[config.mk]
export PLATFORM = sky130hd
export DESIGN_NAME = uuid_text_parser_core
export DESIGN_NICKNAME = d
export VERILOG_FILES = /design/src/rtl/uup_pkg.sv /design/src/rtl/uup_char_class.sv /design/src/rtl/uup_out_stage.sv /design/src/rtl/uuid_text_parser_core.sv
export SDC_FILE = /design/constraint.sdc
export NUM_CORES = 1
export LEC_CHECK = 0
export BUFFER_PORTS_ARGS = -buffer_cell sky130_fd_sc_hd__buf_2
export CELL_PAD_IN_SITES_DETAIL_PLACEMENT = 0
export CELL_PAD_IN_SITES_GLOBAL_PLACEMENT = 2
export CORE_MARGIN = 2
export CORE_UTILIZATION = 38
export CTS_BUF_LIST = sky130_fd_sc_hd__clkbuf_16
export DETAILED_ROUTE_END_ITERATION = 10
export GPL_ROUTABILITY_DRIVEN = 0
export HOLD_SLACK_MARGIN = 0.05
export MAX_ROUTING_LAYER = met4
export PLACE_DENSITY_LB_ADDON = 0.1
export SYNTH_ARGS = -nofsm -noshare
export SYNTH_HDL_FRONTEND = slang
export SYNTH_SLANG_ARGS = --single-unit
[constraint.sdc]
create_clock -name clk -period 5.3 [get_ports clk]
set_input_delay 1.06 -clock clk [delete_from_list [all_inputs] [get_ports clk]]
set_output_delay 1.06 -clock clk [all_outputs]
set_load 0.1 [all_outputs]
[src/rtl/uup_pkg.sv]
// uup_pkg: shared types, character constants and position checks for the
// uuid text parser. No dependencies; used by uup_char_class, uup_out_stage and the top level.
package uup_pkg;

    localparam int unsigned CNT_W = 6;

    localparam logic [CNT_W-1:0] LEN_PLAIN  = 6'd32;
    localparam logic [CNT_W-1:0] LEN_HYPHEN = 6'd36;
    localparam logic [CNT_W-1:0] LEN_CURLY  = 6'd38;
    localparam logic [CNT_W-1:0] LEN_URN    = 6'd45;
    localparam logic [CNT_W-1:0] PREFIX_LEN = 6'd9;
    localparam logic [CNT_W-1:0] COUNT_MAX  = 6'd63;

    localparam logic [7:0] CH_HYPHEN = 8'h2D;
    localparam logic [7:0] CH_LBRACE = 8'h7B;
    localparam logic [7:0] CH_RBRACE = 8'h7D;
    localparam logic [7:0] CH_ZERO   = 8'h30;
    localparam logic [7:0] CH_NINE   = 8'h39;
    localparam logic [7:0] CH_LO_A   = 8'h61;
    localparam logic [7:0] CH_LO_F   = 8'h66;
    localparam logic [7:0] CH_UP_A   = 8'h41;
    localparam logic [7:0] CH_UP_F   = 8'h46;
    localparam logic [3:0] HEX_ALPHA_OFS = 4'd9;

    // flag bit positions
    localparam int unsigned FLAG_PLAIN  = 0;
    localparam int unsigned FLAG_HYPHEN = 1;
    localparam int unsigned FLAG_CURLY  = 2;
    localparam int unsigned FLAG_URN    = 3;

    typedef enum logic [1:0] {
        LAYOUT_PLAIN  = 2'd0,
        LAYOUT_HYPHEN = 2'd1,
        LAYOUT_CURLY  = 2'd2,
        LAYOUT_URN    = 2'd3
    } uup_layout_t;

    typedef struct packed {
        logic       is_hex;
        logic [3:0] nib;
        logic [3:0] flag_keep;
    } uup_class_t;

    typedef struct packed {
        logic        valid_res;
        logic [1:0]  layout;
        logic [63:0] uuid_high;
        logic [63:0] uuid_low;
    } uup_result_t;

    // "urn:uuid:" by position
    function automatic logic [7:0] urn_char(input logic [3:0] p);
        logic [7:0] ch;
        case (p)
            4'd0:    ch = 8'h75;
            4'd1:    ch = 8'h72;
            4'd2:    ch = 8'h6E;
            4'd3:    ch = 8'h3A;
            4'd4:    ch = 8'h75;
            4'd5:    ch = 8'h75;
            4'd6:    ch = 8'h69;
            4'd7:    ch = 8'h64;
            4'd8:    ch = 8'h3A;
            default: ch = 8'h00;
        endcase
        return ch;
    endfunction

    // position check within the 8-4-4-4-12 hyphenated form
    function automatic logic hyphen_pos_ok(input logic [CNT_W-1:0] p,
                                           input logic [7:0] c,
                                           input logic is_hex);
        logic ok;
        if (p == 6'd8 || p == 6'd13 || p == 6'd18 || p == 6'd23)
        begin
            ok = (c == CH_HYPHEN);
        end
        else
        begin
            ok = is_hex;
        end
        return ok;
    endfunction

endpackage

[src/rtl/uup_char_class.sv]
// uup_char_class: decodes one character at its string position into a hex
// nibble and the per-layout flags it leaves standing. Depends on uup_pkg.
module uup_char_class
(
    input  logic [7:0]               char_code,
    input  logic [uup_pkg::CNT_W-1:0] pos,
    output uup_pkg::uup_class_t      cls
);
    import uup_pkg::*;

    logic             is_digit;
    logic             is_lo;
    logic             is_up;
    logic             is_hex;
    logic [CNT_W-1:0] pos_m1;
    logic [CNT_W-1:0] pos_m9;

    assign is_digit = (char_code >= CH_ZERO) && (char_code <= CH_NINE);
    assign is_lo    = (char_code >= CH_LO_A) && (char_code <= CH_LO_F);
    assign is_up    = (char_code >= CH_UP_A) && (char_code <= CH_UP_F);
    assign is_hex   = is_digit || is_lo || is_up;
    assign pos_m1   = pos - 6'd1;
    assign pos_m9   = pos - PREFIX_LEN;

    always_comb
    begin
        cls.is_hex    = is_hex;
        cls.nib       = is_digit ? char_code[3:0] : 4'(char_code[3:0] + HEX_ALPHA_OFS);
        cls.flag_keep = 4'hF;

        if (pos < LEN_PLAIN && !is_hex)
        begin
            cls.flag_keep[FLAG_PLAIN] = 1'b0;
        end

        if (pos < LEN_HYPHEN && !hyphen_pos_ok(pos, char_code, is_hex))
        begin
            cls.flag_keep[FLAG_HYPHEN] = 1'b0;
        end

        // braces: opening brace, hyphenated body shifted by one, closing brace
        if (pos == 6'd0)
        begin
            cls.flag_keep[FLAG_CURLY] = (char_code == CH_LBRACE);
        end
        else if (pos <= LEN_HYPHEN)
        begin
            cls.flag_keep[FLAG_CURLY] = hyphen_pos_ok(pos_m1, char_code, is_hex);
        end
        else if (pos == LEN_CURLY - 6'd1)
        begin
            cls.flag_keep[FLAG_CURLY] = (char_code == CH_RBRACE);
        end

        if (pos < PREFIX_LEN)
        begin
            cls.flag_keep[FLAG_URN] = (char_code == urn_char(pos[3:0]));
        end
        else if (pos < LEN_URN)
        begin
            cls.flag_keep[FLAG_URN] = hyphen_pos_ok(pos_m9, char_code, is_hex);
        end
    end

endmodule

[src/rtl/uup_out_stage.sv]
// uup_out_stage: result register with valid/ready toward the consumer; it
// frees the input side when it is empty or the held word is taken. Depends on uup_pkg.
module uup_out_stage
(
    input  logic                  clk,
    input  logic                  rst_n,
    input  logic                  load,
    input  uup_pkg::uup_result_t  res_in,
    output logic                  free,
    output logic                  out_valid,
    input  logic                  out_ready,
    output uup_pkg::uup_result_t  res_out
);
    import uup_pkg::*;

    logic        valid_reg;
    logic        valid_next;
    uup_result_t res_reg;

    assign free = !valid_reg || out_ready;

    always_comb
    begin
        valid_next = valid_reg;
        if (load)
        begin
            valid_next = 1'b1;
        end
        else if (out_ready)
        begin
            valid_next = 1'b0;
        end
    end

    always_ff @(posedge clk or negedge rst_n)
    begin
        if (!rst_n)
        begin
            valid_reg <= 1'b0;
        end
        else
        begin
            valid_reg <= valid_next;
        end
    end

    always_ff @(posedge clk)
    begin
        if (load)
        begin
            res_reg <= res_in;
        end
    end

    assign out_valid = valid_reg;
    assign res_out   = res_reg;

endmodule

[src/rtl/uuid_text_parser_core.sv]
// uuid_text_parser_core: top level of the uuid text parser.
// Depends on uup_pkg, uup_char_class and uup_out_stage.
//
// Takes one character per cycle (valid/ready), the final one marked by
// last_char, and gives one result word per string: valid_res, layout (plain
// 32, hyphenated 36, braces 38, urn:uuid: 45 characters) and the 128-bit
// value as uuid_high/uuid_low, all zero when the text does not parse. Each
// character is classified and folded into the count, nibble shift register
// and layout flags in the cycle it is accepted; the result register loads on
// the final character and shows the result in the next cycle. Input is taken
// every cycle unless a result sits in the output register and out_ready is
// low. Parser state returns to reset after every final character.
module uuid_text_parser_core
(
    input  logic        clk,
    input  logic        rst_n,
    input  logic        in_valid,
    output logic        in_ready,
    input  logic [7:0]  char_code,
    input  logic        last_char,
    output logic        out_valid,
    input  logic        out_ready,
    output logic        valid_res,
    output logic [1:0]  layout,
    output logic [63:0] uuid_high,
    output logic [63:0] uuid_low
);
    import uup_pkg::*;

    logic             accept;
    logic             free;
    logic [CNT_W-1:0] count_reg;
    logic [CNT_W-1:0] count_next;
    logic [127:0]     acc_reg;
    logic [127:0]     acc_next;
    logic [3:0]       flags_reg;
    logic [3:0]       flags_next;
    logic [CNT_W-1:0] len;
    logic [3:0]       flags_upd;
    logic [127:0]     acc_upd;
    logic             ok;
    uup_layout_t      lay;
    uup_class_t       cls;
    uup_result_t      res;
    uup_result_t      res_q;

    assign in_ready = free;
    assign accept   = in_valid && free;

    uup_char_class u_class
    (
        .char_code (char_code),
        .pos       (count_reg),
        .cls       (cls)
    );

    assign len       = (count_reg < COUNT_MAX) ? count_reg + 6'd1 : COUNT_MAX;
    assign flags_upd = flags_reg & cls.flag_keep;
    assign acc_upd   = cls.is_hex ? {acc_reg[123:0], cls.nib} : acc_reg;

    // total length picks the layout
    always_comb
    begin
        lay = LAYOUT_PLAIN;
        ok  = 1'b0;
        case (len)
            LEN_PLAIN:
            begin
                lay = LAYOUT_PLAIN;
                ok  = flags_upd[FLAG_PLAIN];
            end
            LEN_HYPHEN:
            begin
                lay = LAYOUT_HYPHEN;
                ok  = flags_upd[FLAG_HYPHEN];
            end
            LEN_CURLY:
            begin
                lay = LAYOUT_CURLY;
                ok  = flags_upd[FLAG_CURLY];
            end
            LEN_URN:
            begin
                lay = LAYOUT_URN;
                ok  = flags_upd[FLAG_URN];
            end
            default:
            begin
                lay = LAYOUT_PLAIN;
                ok  = 1'b0;
            end
        endcase

        res.valid_res = ok;
        res.layout    = ok ? 2'(lay) : 2'(LAYOUT_PLAIN);
        res.uuid_high = ok ? acc_upd[127:64] : 64'd0;
        res.uuid_low  = ok ? acc_upd[63:0] : 64'd0;
    end

    always_comb
    begin
        count_next = count_reg;
        acc_next   = acc_reg;
        flags_next = flags_reg;
        if (accept)
        begin
            if (last_char)
            begin
                count_next = '0;
                acc_next   = '0;
                flags_next = 4'hF;
            end
            else
            begin
                count_next = len;
                acc_next   = acc_upd;
                flags_next = flags_upd;
            end
        end
    end

    always_ff @(posedge clk or negedge rst_n)
    begin
        if (!rst_n)
        begin
            count_reg <= '0;
            acc_reg   <= '0;
            flags_reg <= 4'hF;
        end
        else
        begin
            count_reg <= count_next;
            acc_reg   <= acc_next;
            flags_reg <= flags_next;
        end
    end

    uup_out_stage u_out
    (
        .clk       (clk),
        .rst_n     (rst_n),
        .load      (accept && last_char),
        .res_in    (res),
        .free      (free),
        .out_valid (out_valid),
        .out_ready (out_ready),
        .res_out   (res_q)
    );

    assign valid_res = res_q.valid_res;
    assign layout    = res_q.layout;
    assign uuid_high = res_q.uuid_high;
    assign uuid_low  = res_q.uuid_low;

endmodule

==> impl_metrics.toml, run 1 <==
[pwr]
power.internal_mw = 3.51
p_per_area_mw_per_mm2 = 322
power.share.sequential_pct = 46.8
finalPower_mw = 5.02
p_comb_share_pct = 14.2
p_clk_share_pct = 39.0
power_leakage_nw = 5.53
p_switching_mw = 1.51
p_sw_share_pct = 30.1
ir_worst_vdd_mv = 0.237

[clocking]
holdBufCountCts = 0
clock_tree.buffer_depth = 3
clk_latency_ns = 0.57
cts_tree = "yes"
path_clk_slew_ns = 0.06
clock-sinks = 270
cts_resized = 0
h-tree-depth = 1
numCtsBuffers = 31
cts_setup_buffers = 0
cts-root-buf = "clkbuf_16"

[timing]
fin_worst_skew_ns = 0.0105
setup_viol = 0
max_slew_margin_pct = 24.5
fmax_ghz = 0.249
setup_tns_ns = 0
rsz0062_at_grt = "false"
finalCritPeriodShare_pct = 75.8
tightest_slew_ns = 1.13
fin_crit_ns = 4.02
slew_violations = 0
hold_viol = 0

[logic_synthesis]
synth_cells = 1353
ys.flop_type = "dfrtp_1"
synth_seq_cells = 270
yosys.cell_types.count = 59
synth_edf_count = 131
avgSynthCellArea_sq_um = 10.1
ys_seq_area_share_pct = 54.4
syn-cell-area_sq_mm = 0.0136
syn_nets = 1378
yosys_warnings = 0
async_reset_ff_share_pct = 51.5

[placed_design]
detailed_place_hpwl_microns = 21300
port_buffers = 145

[drt]
drtAntennaViolNets = 0
wirelength_microns = 40300
drt_iter0_drc = 715
viasPerCell = 5.67
dr.pass1.iters = 5
drc_errors = 0
via_count = 10800
wl_per_cell_microns = 21.1

[job]
drv_cap = 0

[global_route]
grt_pass1_wl_microns = 64200
grt_max_degree = 130
grt_remaining_overflow = 0
grt_usage_pct = 21.9
antenna_found_initial = 0
first_global_vias = 10700

[layout]
final_common_cell = "nand2_1"
area_delta_synth_final_pct = 14.2
largest_reg_flops = 131
n_antenna_cell = 0
layout_common_cells = "nand2_1 (398), buf_2 (143), o21ai_0 (139), dfrtp_1 (135), edfxtp_1 (131)"
layout.nets = 1449
final_layout_size_suffix_gt1_share_pct = 16.9

[setup_path]
rrSetupSlack_ns = 1.28
cp.arrival_ns = 4.28
start_kind = "flip-flop"
crit_type = "reg -> reg"
endpoint_kind = "flip-flop"
critPathMaxFanout = 19
required_ns = 5.56

[status]
status = "finished, final reports clean"

[floorplanning]
dieArea_sq_mm = 0.0374
die_w_microns = 193
row_count = 69
core_area_sq_mm = 0.0355
fp.dieH_microns = 193
ios = 146
start_util_pct = 38.4

[worst_hold_path]
hold_path_class = "reg -> reg"
## kinds of logic after synthesis
family / count (synthesis) / share of synthesized area (%)
and+or+nand+nor: 467 / 14.2
muxes: 8 / 0.596
xor gates and xnor gates: 10 / 0.642
buffers and inverters: 141 / 4.74
adders and majority gates: 12 / 1.10
DFF: 270 / 54.4
AOI/OAI and AO/OA: 445 / 24.4
## routing by layer
metal  vias to the layer above  global-route usage (%)  routed length (microns)
met2                       274                    33.3                    18400
li1                       5090                       -                        -
met1                      5419                    31.2                    19400
met5                         -                       -                        0
met3                        44                    2.62                     1820
met4                         0                    5.09                      684
## power groups by stage
stage                     clock network [mW]  logic [mW]  registers [mW]
after global placement                     0       0.719            2.39
after floorplan                            0       0.255            2.67
after CTS                               2.01       0.720            2.35
after global routing                    2.08       0.766            2.36
after detailed placement                   0       0.719            2.39
final                                   1.96       0.713            2.35
## path summary, 6_finish.rpt
path / endpoint / from / cells past startpoint
min reg2reg: flags_reg[0] / flags_reg[0] / 2
min in group asynchronous: acc_reg[20] / rst_n / 1
max reg2reg: u_out.res_out[23] / count_reg[2] / 9
max: u_out.res_out[23] / count_reg[2] / 9
max in group asynchronous: acc_reg[105] / rst_n / 2
min: flags_reg[0] / flags_reg[0] / 2
## cells in the mapped netlist (14+ instances only)
| master | count | area [sq um] |
|---|---|---|
| o21ai_0 | 139 | 696 |
| a32oi_2 | 26 | 423 |
| buf_2 | 31 | 155 |
| a21oi_1 | 19 | 95.1 |
| a32oi_1 | 99 | 867 |
| nor2_1 | 17 | 63.8 |
| nand2_1 | 399 | 1500 |
| a22oi_1 | 17 | 128 |
| edfxtp_1 | 131 | 3930 |
| clkbuf_1 | 84 | 315 |
| a21boi_0 | 110 | 826 |
| inv_1 | 14 | 52.6 |
| dfrtp_1 | 135 | 3380 |
## stage by stage
step | area, sq um | cells | setup slack (ns) | util, % | hold slack (ns)
floorplan | 13600 | 1353 | 0.371 | - | 0.450
CTS | 15600 | 1909 | 1.30 | 43.9 | 0.479
global route | 15600 | 1909 | 1.06 | 43.9 | 0.502
global placement | 14700 | 1852 | 1.14 | 41.3 | 0.459
finish | 15600 | 1909 | 1.28 | 43.9 | 0.480
detailed placement | 14700 | 1852 | 1.05 | 41.3 | 0.472
## cell type report
type / count / area, sq um
Fill cell: 3413 / 19900
Sequential cell: 270 / 7420
Inverter: 15 / 60.1
Clock inverter: 26 / 130
Tap cell: 461 / 577
Multi-Input combinational cell: 942 / 5620
Timing Repair Buffer: 164 / 990
Clock buffer: 31 / 776
## critical path: stages, from the launching register on
cell       delay [ns]
dfrtp_1          0.79
inv_1            0.26
ha_1             0.40
mux2_2           0.35
and3b_1          0.22
o2111ai_1        0.19
o221ai_1         0.22
o311ai_4         0.80
buf_4            0.33
a32oi_1          0.13
No activity file was read; power rests on OpenSTA's default activity.
==> inputs of run 2 (changes only) <==
==> constraint.sdc (replaced) <==
create_clock -name clk -period 4.1 [get_ports clk]
set_input_delay 0.82 -clock clk [delete_from_list [all_inputs] [get_ports clk]]
set_output_delay 0.82 -clock clk [all_outputs]
set_load 0.1 [all_outputs]
==> run 2 against run 1 <==
Maximum frequency grew 9.4%. Clock power grew 41%. Global-route usage shrank 0.40 points. Sequential share of layout area shrank 0.79 points. Register-to-register slack lost 0.85 ns. Hold slack lost 0.25 ns. Cell count grew 0.89%. Critical path depth grew 1.
==> impl_metrics.toml, run 2 (synthesis gave the netlist of run 1 again) <==
[floorplanning]
fp.dieH_microns = 193
start_util_pct = 38.4
core_area_sq_mm = 0.0355
die_w_microns = 193
dieArea_sq_mm = 0.0374
row_count = 69
ios = 146

[layout]
layout.nets = 1464
n_antenna_cell = 0
largest_reg_flops = 131
area_delta_synth_final_pct = 16.1
ff_latch_area_sq_mm = 0.00742
final_common_cell = "nand2_1"
multiInputGateArea_sq_mm = 0.00563
final_layout_size_suffix_gt1_share_pct = 18.6
layout_common_cells = "nand2_1 (397), buf_2 (143), o21ai_0 (139), dfrtp_1 (134), edfxtp_1 (131)"
fillers = 3352

[pwr]
finalPower_mw = 6.73
power_leakage_nw = 5.64
p_per_area_mw_per_mm2 = 425
ir_worst_vdd_mv = 0.227

[setup_path]
crit_type = "reg -> reg"
required_ns = 4.43
cp.arrival_ns = 4.00
start_kind = "flip-flop"
critPathMaxFanout = 33
endpoint_kind = "flip-flop"

[status]
status = "finished, final reports clean"

[clocking]
holdBufCountCts = 0
h-tree-depth = 2
cts-root-buf = "clkbuf_16"
numCtsBuffers = 34
cts_tree = "yes"
clock-sinks = 270
clk_latency_ns = 0.52
cts_resized = 0
cts_setup_buffers = 0
path_clk_slew_ns = 0.06
clock_tree.buffer_depth = 3

[placed_design]
detailed_place_hpwl_microns = 21800
port_buffers = 145

[drt]
drt_iter0_drc = 723
drtAntennaViolNets = 0
dr.pass1.iters = 5
wl_per_cell_microns = 20.7
via_count = 10800
viasPerCell = 5.59
drc_errors = 0
wirelength_microns = 39800

[timing]
finalCritPeriodShare_pct = 89.6
setup_viol = 0
tightest_slew_ns = 1.01
fmax_ghz = 0.272
slew_violations = 0
fin_crit_ns = 3.67
fin_worst_skew_ns = 0.0182
setup_tns_ns = 0
rsz0062_at_grt = "false"
max_slew_margin_pct = 32.9
hold_viol = 0

[global_route]
grt_remaining_overflow = 0
first_global_vias = 10500
grt_pass1_wl_microns = 62900
grt_max_degree = 117
antenna_found_initial = 0
grt_usage_pct = 21.5

[job]
drv_cap = 0

[worst_hold_path]
hold_path_class = "in -> async"
run 2: changes by cell type in the layout (fill, tap and decap cells not counted), sizes merged:
cell | before | now
buf | 164 | 176
clkinv | 8 | 18
inv | 30 | 23
clkbuf | 31 | 34
clkinvlp | 2 | 1
run 2: area by class of cell:
class                   count  share of cell area (%)
clock buffers              34                    5.37
clock inverters            28                    1.07
inverters                  15                   0.379
multi-input cells         942                    35.6
flip-flops and latches    270                    46.8
well taps                 461                    3.64
repair buffers            176                    7.13
run 2: stage by stage:
| stage | hold WS [ns] | instances | instance area (sq um) | setup WS [ns] | util [%] |
|---|---|---|---|---|---|
| detailed placement | 0.470 | 1864 | 14800 | 0.442 | 41.8 |
| finish | 0.229 | 1926 | 15800 | 0.428 | 44.6 |
| floorplan | 0.450 | 1353 | 13700 | 0.0639 | - |
| CTS | 0.233 | 1926 | 15800 | 0.435 | 44.6 |
| global route | 0.242 | 1926 | 15800 | 0.179 | 44.6 |
| global placement | 0.462 | 1864 | 14800 | 0.504 | 41.8 |
run 2: final timing paths:
check	start	endpoint	slack [ns]	cells after the start
max in group asynchronous	rst_n	u_out.out_valid	2.85	2
setup / recovery	count_reg[1]	u_out.res_out[20]	0.43	10
min in group clk	flags_reg[0]	flags_reg[0]	0.47	2
setup reg to reg	count_reg[1]	u_out.res_out[20]	0.43	10
hold / removal	rst_n	acc_reg[15]	0.23	1
hold reg to reg	flags_reg[0]	flags_reg[0]	0.47	2
run 2: report_power, final:
part	switching (mW)	internal (mW)
registers	0.0754	2.95
clock network	1.19	1.58
logic	0.755	0.183
run 2: per-layer routing:
layer	GRT usage [%]	wire (microns)
met4	5.06	692
met3	2.77	1770
met2	32.0	18400
met1	31.1	18900
met5	-	0
run 2: critical path, cell delays in order, from the launching register on:
cell and delay, ns:
dfrtp_1 0.53, inv_1 0.16, ha_1 0.31, ha_1 0.34
mux2i_1 0.15, or4_1 0.54, a21oi_1 0.24, mux2i_1 0.43
nand3_4 0.26, buf_12 0.26, a32oi_1 0.26
==> inputs of run 3 (changes only) <==
--- a/config.mk
+++ b/config.mk
@@ -6,10 +6,10 @@
 export NUM_CORES = 1
 export LEC_CHECK = 0
 export BUFFER_PORTS_ARGS = -buffer_cell sky130_fd_sc_hd__buf_2
-export CELL_PAD_IN_SITES_DETAIL_PLACEMENT = 0
-export CELL_PAD_IN_SITES_GLOBAL_PLACEMENT = 2
+export CELL_PAD_IN_SITES_DETAIL_PLACEMENT = 1
+export CELL_PAD_IN_SITES_GLOBAL_PLACEMENT = 1
 export CORE_MARGIN = 2
-export CORE_UTILIZATION = 38
+export CORE_UTILIZATION = 46
 export CTS_BUF_LIST = sky130_fd_sc_hd__clkbuf_16
 export DETAILED_ROUTE_END_ITERATION = 10
 export GPL_ROUTABILITY_DRIVEN = 0
==> run 3 against run 2 <==
Total power fell by 1.8%. Clock power decreased by 4%. Largest power group unchanged. Clock skew decreased by 0.0011 ns.
==> impl_metrics.toml, run 3 (synthesis gave the netlist of run 1 again) <==
[placed_design]
detailed_place_hpwl_microns = 22600
port_buffers = 145
placed_cells = 1789
place_area_sq_mm = 0.0147
dp_worst_setup_slack_ns = 0.425

[setup_path]
crit_type = "reg -> reg"
required_ns = 4.39
endpoint_kind = "flip-flop"
r2r-start = "count_reg[1]"
critPathMaxFanout = 38
crit_start = "count_reg[1]"
reg2reg_depth = 10
start_kind = "flip-flop"
rrSetupSlack_ns = 0.41
cp.arrival_ns = 3.99

[layout]
layout_common_cells = "nand2_1 (397), buf_2 (143), o21ai_0 (139), dfrtp_1 (134), edfxtp_1 (131)"
fillers = 3250
n_antenna_cell = 0
final_area_sq_mm = 0.0157
final_layout_size_suffix_gt1_share_pct = 17.9
multiInputGateArea_sq_mm = 0.00563
layout.nets = 1457
area_delta_synth_final_pct = 14.8
ff_latch_area_sq_mm = 0.00742
final_cell_count_no_fill = 1847
largest_reg_flops = 131
final_common_cell = "nand2_1"

[clocking]
cts_resized = 0
path_clk_slew_ns = 0.06
clock-sinks = 270
holdBufCountCts = 0
clock_tree.buffer_depth = 3
h-tree-depth = 1
cts-root-buf = "clkbuf_16"
cts_tree = "yes"
clk_latency_ns = 0.57
cts_setup_buffers = 0
numCtsBuffers = 31

[drt]
viasPerCell = 6.02
wl_per_cell_microns = 21.5
dr.pass1.iters = 5
drtAntennaViolNets = 0
wirelength_microns = 39700
via_count = 11100
drc_errors = 0
drt_iter0_drc = 802

[timing]
finalWorstSetupSlack_ns = 0.409
hold_viol = 0
fmax_ghz = 0.271
timing.hold.ws_ns = 0.246
setup_viol = 0
slew_violations = 0
fin_crit_ns = 3.69
setup_tns_ns = 0
finalCritPeriodShare_pct = 90.0
tightest_slew_ns = 1.14
max_slew_margin_pct = 23.9
fin_worst_skew_ns = 0.0170
rsz0062_at_grt = "false"

[pwr]
power.internal_mw = 4.67
ir_worst_vdd_mv = 0.349
p_clk_share_pct = 40.1
p_comb_share_pct = 14.2
p_sw_share_pct = 29.3
power_leakage_nw = 5.61
p_per_area_mw_per_mm2 = 422
power.share.sequential_pct = 45.7
p_switching_mw = 1.94

[floorplanning]
ios = 146
start_util_pct = 46.4
fp.dieH_microns = 176
die_w_microns = 176
row_count = 63
core_area_sq_mm = 0.0294
dieArea_sq_mm = 0.0310

[status]
status = "finished, final reports clean"

[global_route]
grt_pass1_wl_microns = 63900
grt_usage_pct = 26.3
grt_max_degree = 137
antenna_found_initial = 0
grt_remaining_overflow = 0
first_global_vias = 11500

[job]
drv_cap = 0

[worst_hold_path]
hold_path_class = "in -> async"
==> run 3: cell types whose count changed in the layout (fill, tap and decap cells not counted) <==
cell,delta
inv_1,+3
bufinv_16,+2
buf_4,-4
clkinv_2,-3
clkbuf_16,-3
inv_6,-2
clkinv_8,-1
==> run 3: final timing paths <==
path	to
min reg2reg	acc_reg[125]
min in group clk	acc_reg[125]
max in group asynchronous	flags_reg[0]
max reg2reg	u_out.res_out[52]
max	u_out.res_out[52]
min	acc_reg[19]
==> run 3: critical path: stages, from the launching register on <==
cell and delay [ns]:
dfrtp_1 0.54, inv_1 0.15, ha_1 0.32, ha_1 0.35
mux2_2 0.35, and3b_1 0.22, o2111ai_1 0.19, o221ai_1 0.22
o311ai_4 0.61, buf_12 0.30, a32oi_1 0.14
==> run 3: area by class of cell <==
| type | count | share of cell area [%] |
|---|---|---|
| Timing Repair Buffer | 172 | 7.02 |
| Clock buffer | 31 | 4.95 |
| Clock inverter | 27 | 1.22 |
| Tap cell | 390 | 3.12 |
| Sequential cell | 270 | 47.4 |
| Multi-Input combinational cell | 942 | 36.0 |
| Inverter | 15 | 0.383 |
==> run 3: power by group through the flow <==
stage               sequential, mW  combinational (mW)  clock, mW
global route                  3.03                1.00       2.80
detailed placement            3.07               0.943          0
floorplan                     3.45               0.331          0
global placement              3.07               0.929          0
finish                        3.02               0.938       2.65
CTS                           3.02               0.945       2.71
==> run 3: per-stage QoR <==
stage | util (%) | power (mW)
after detailed placement | 50.0 | 4.02
after global placement | 50.0 | 4.00
after floorplan | - | 3.78
after global routing | 53.3 | 6.84
after CTS | 53.3 | 6.68
final | 53.3 | 6.61
==> run 3: layer usage <==
metal	GRT usage [%]	routed length [microns]
met4	6.61	839
met3	2.93	1540
met2	42.8	19400
met5	-	0
met1	35.4	17800
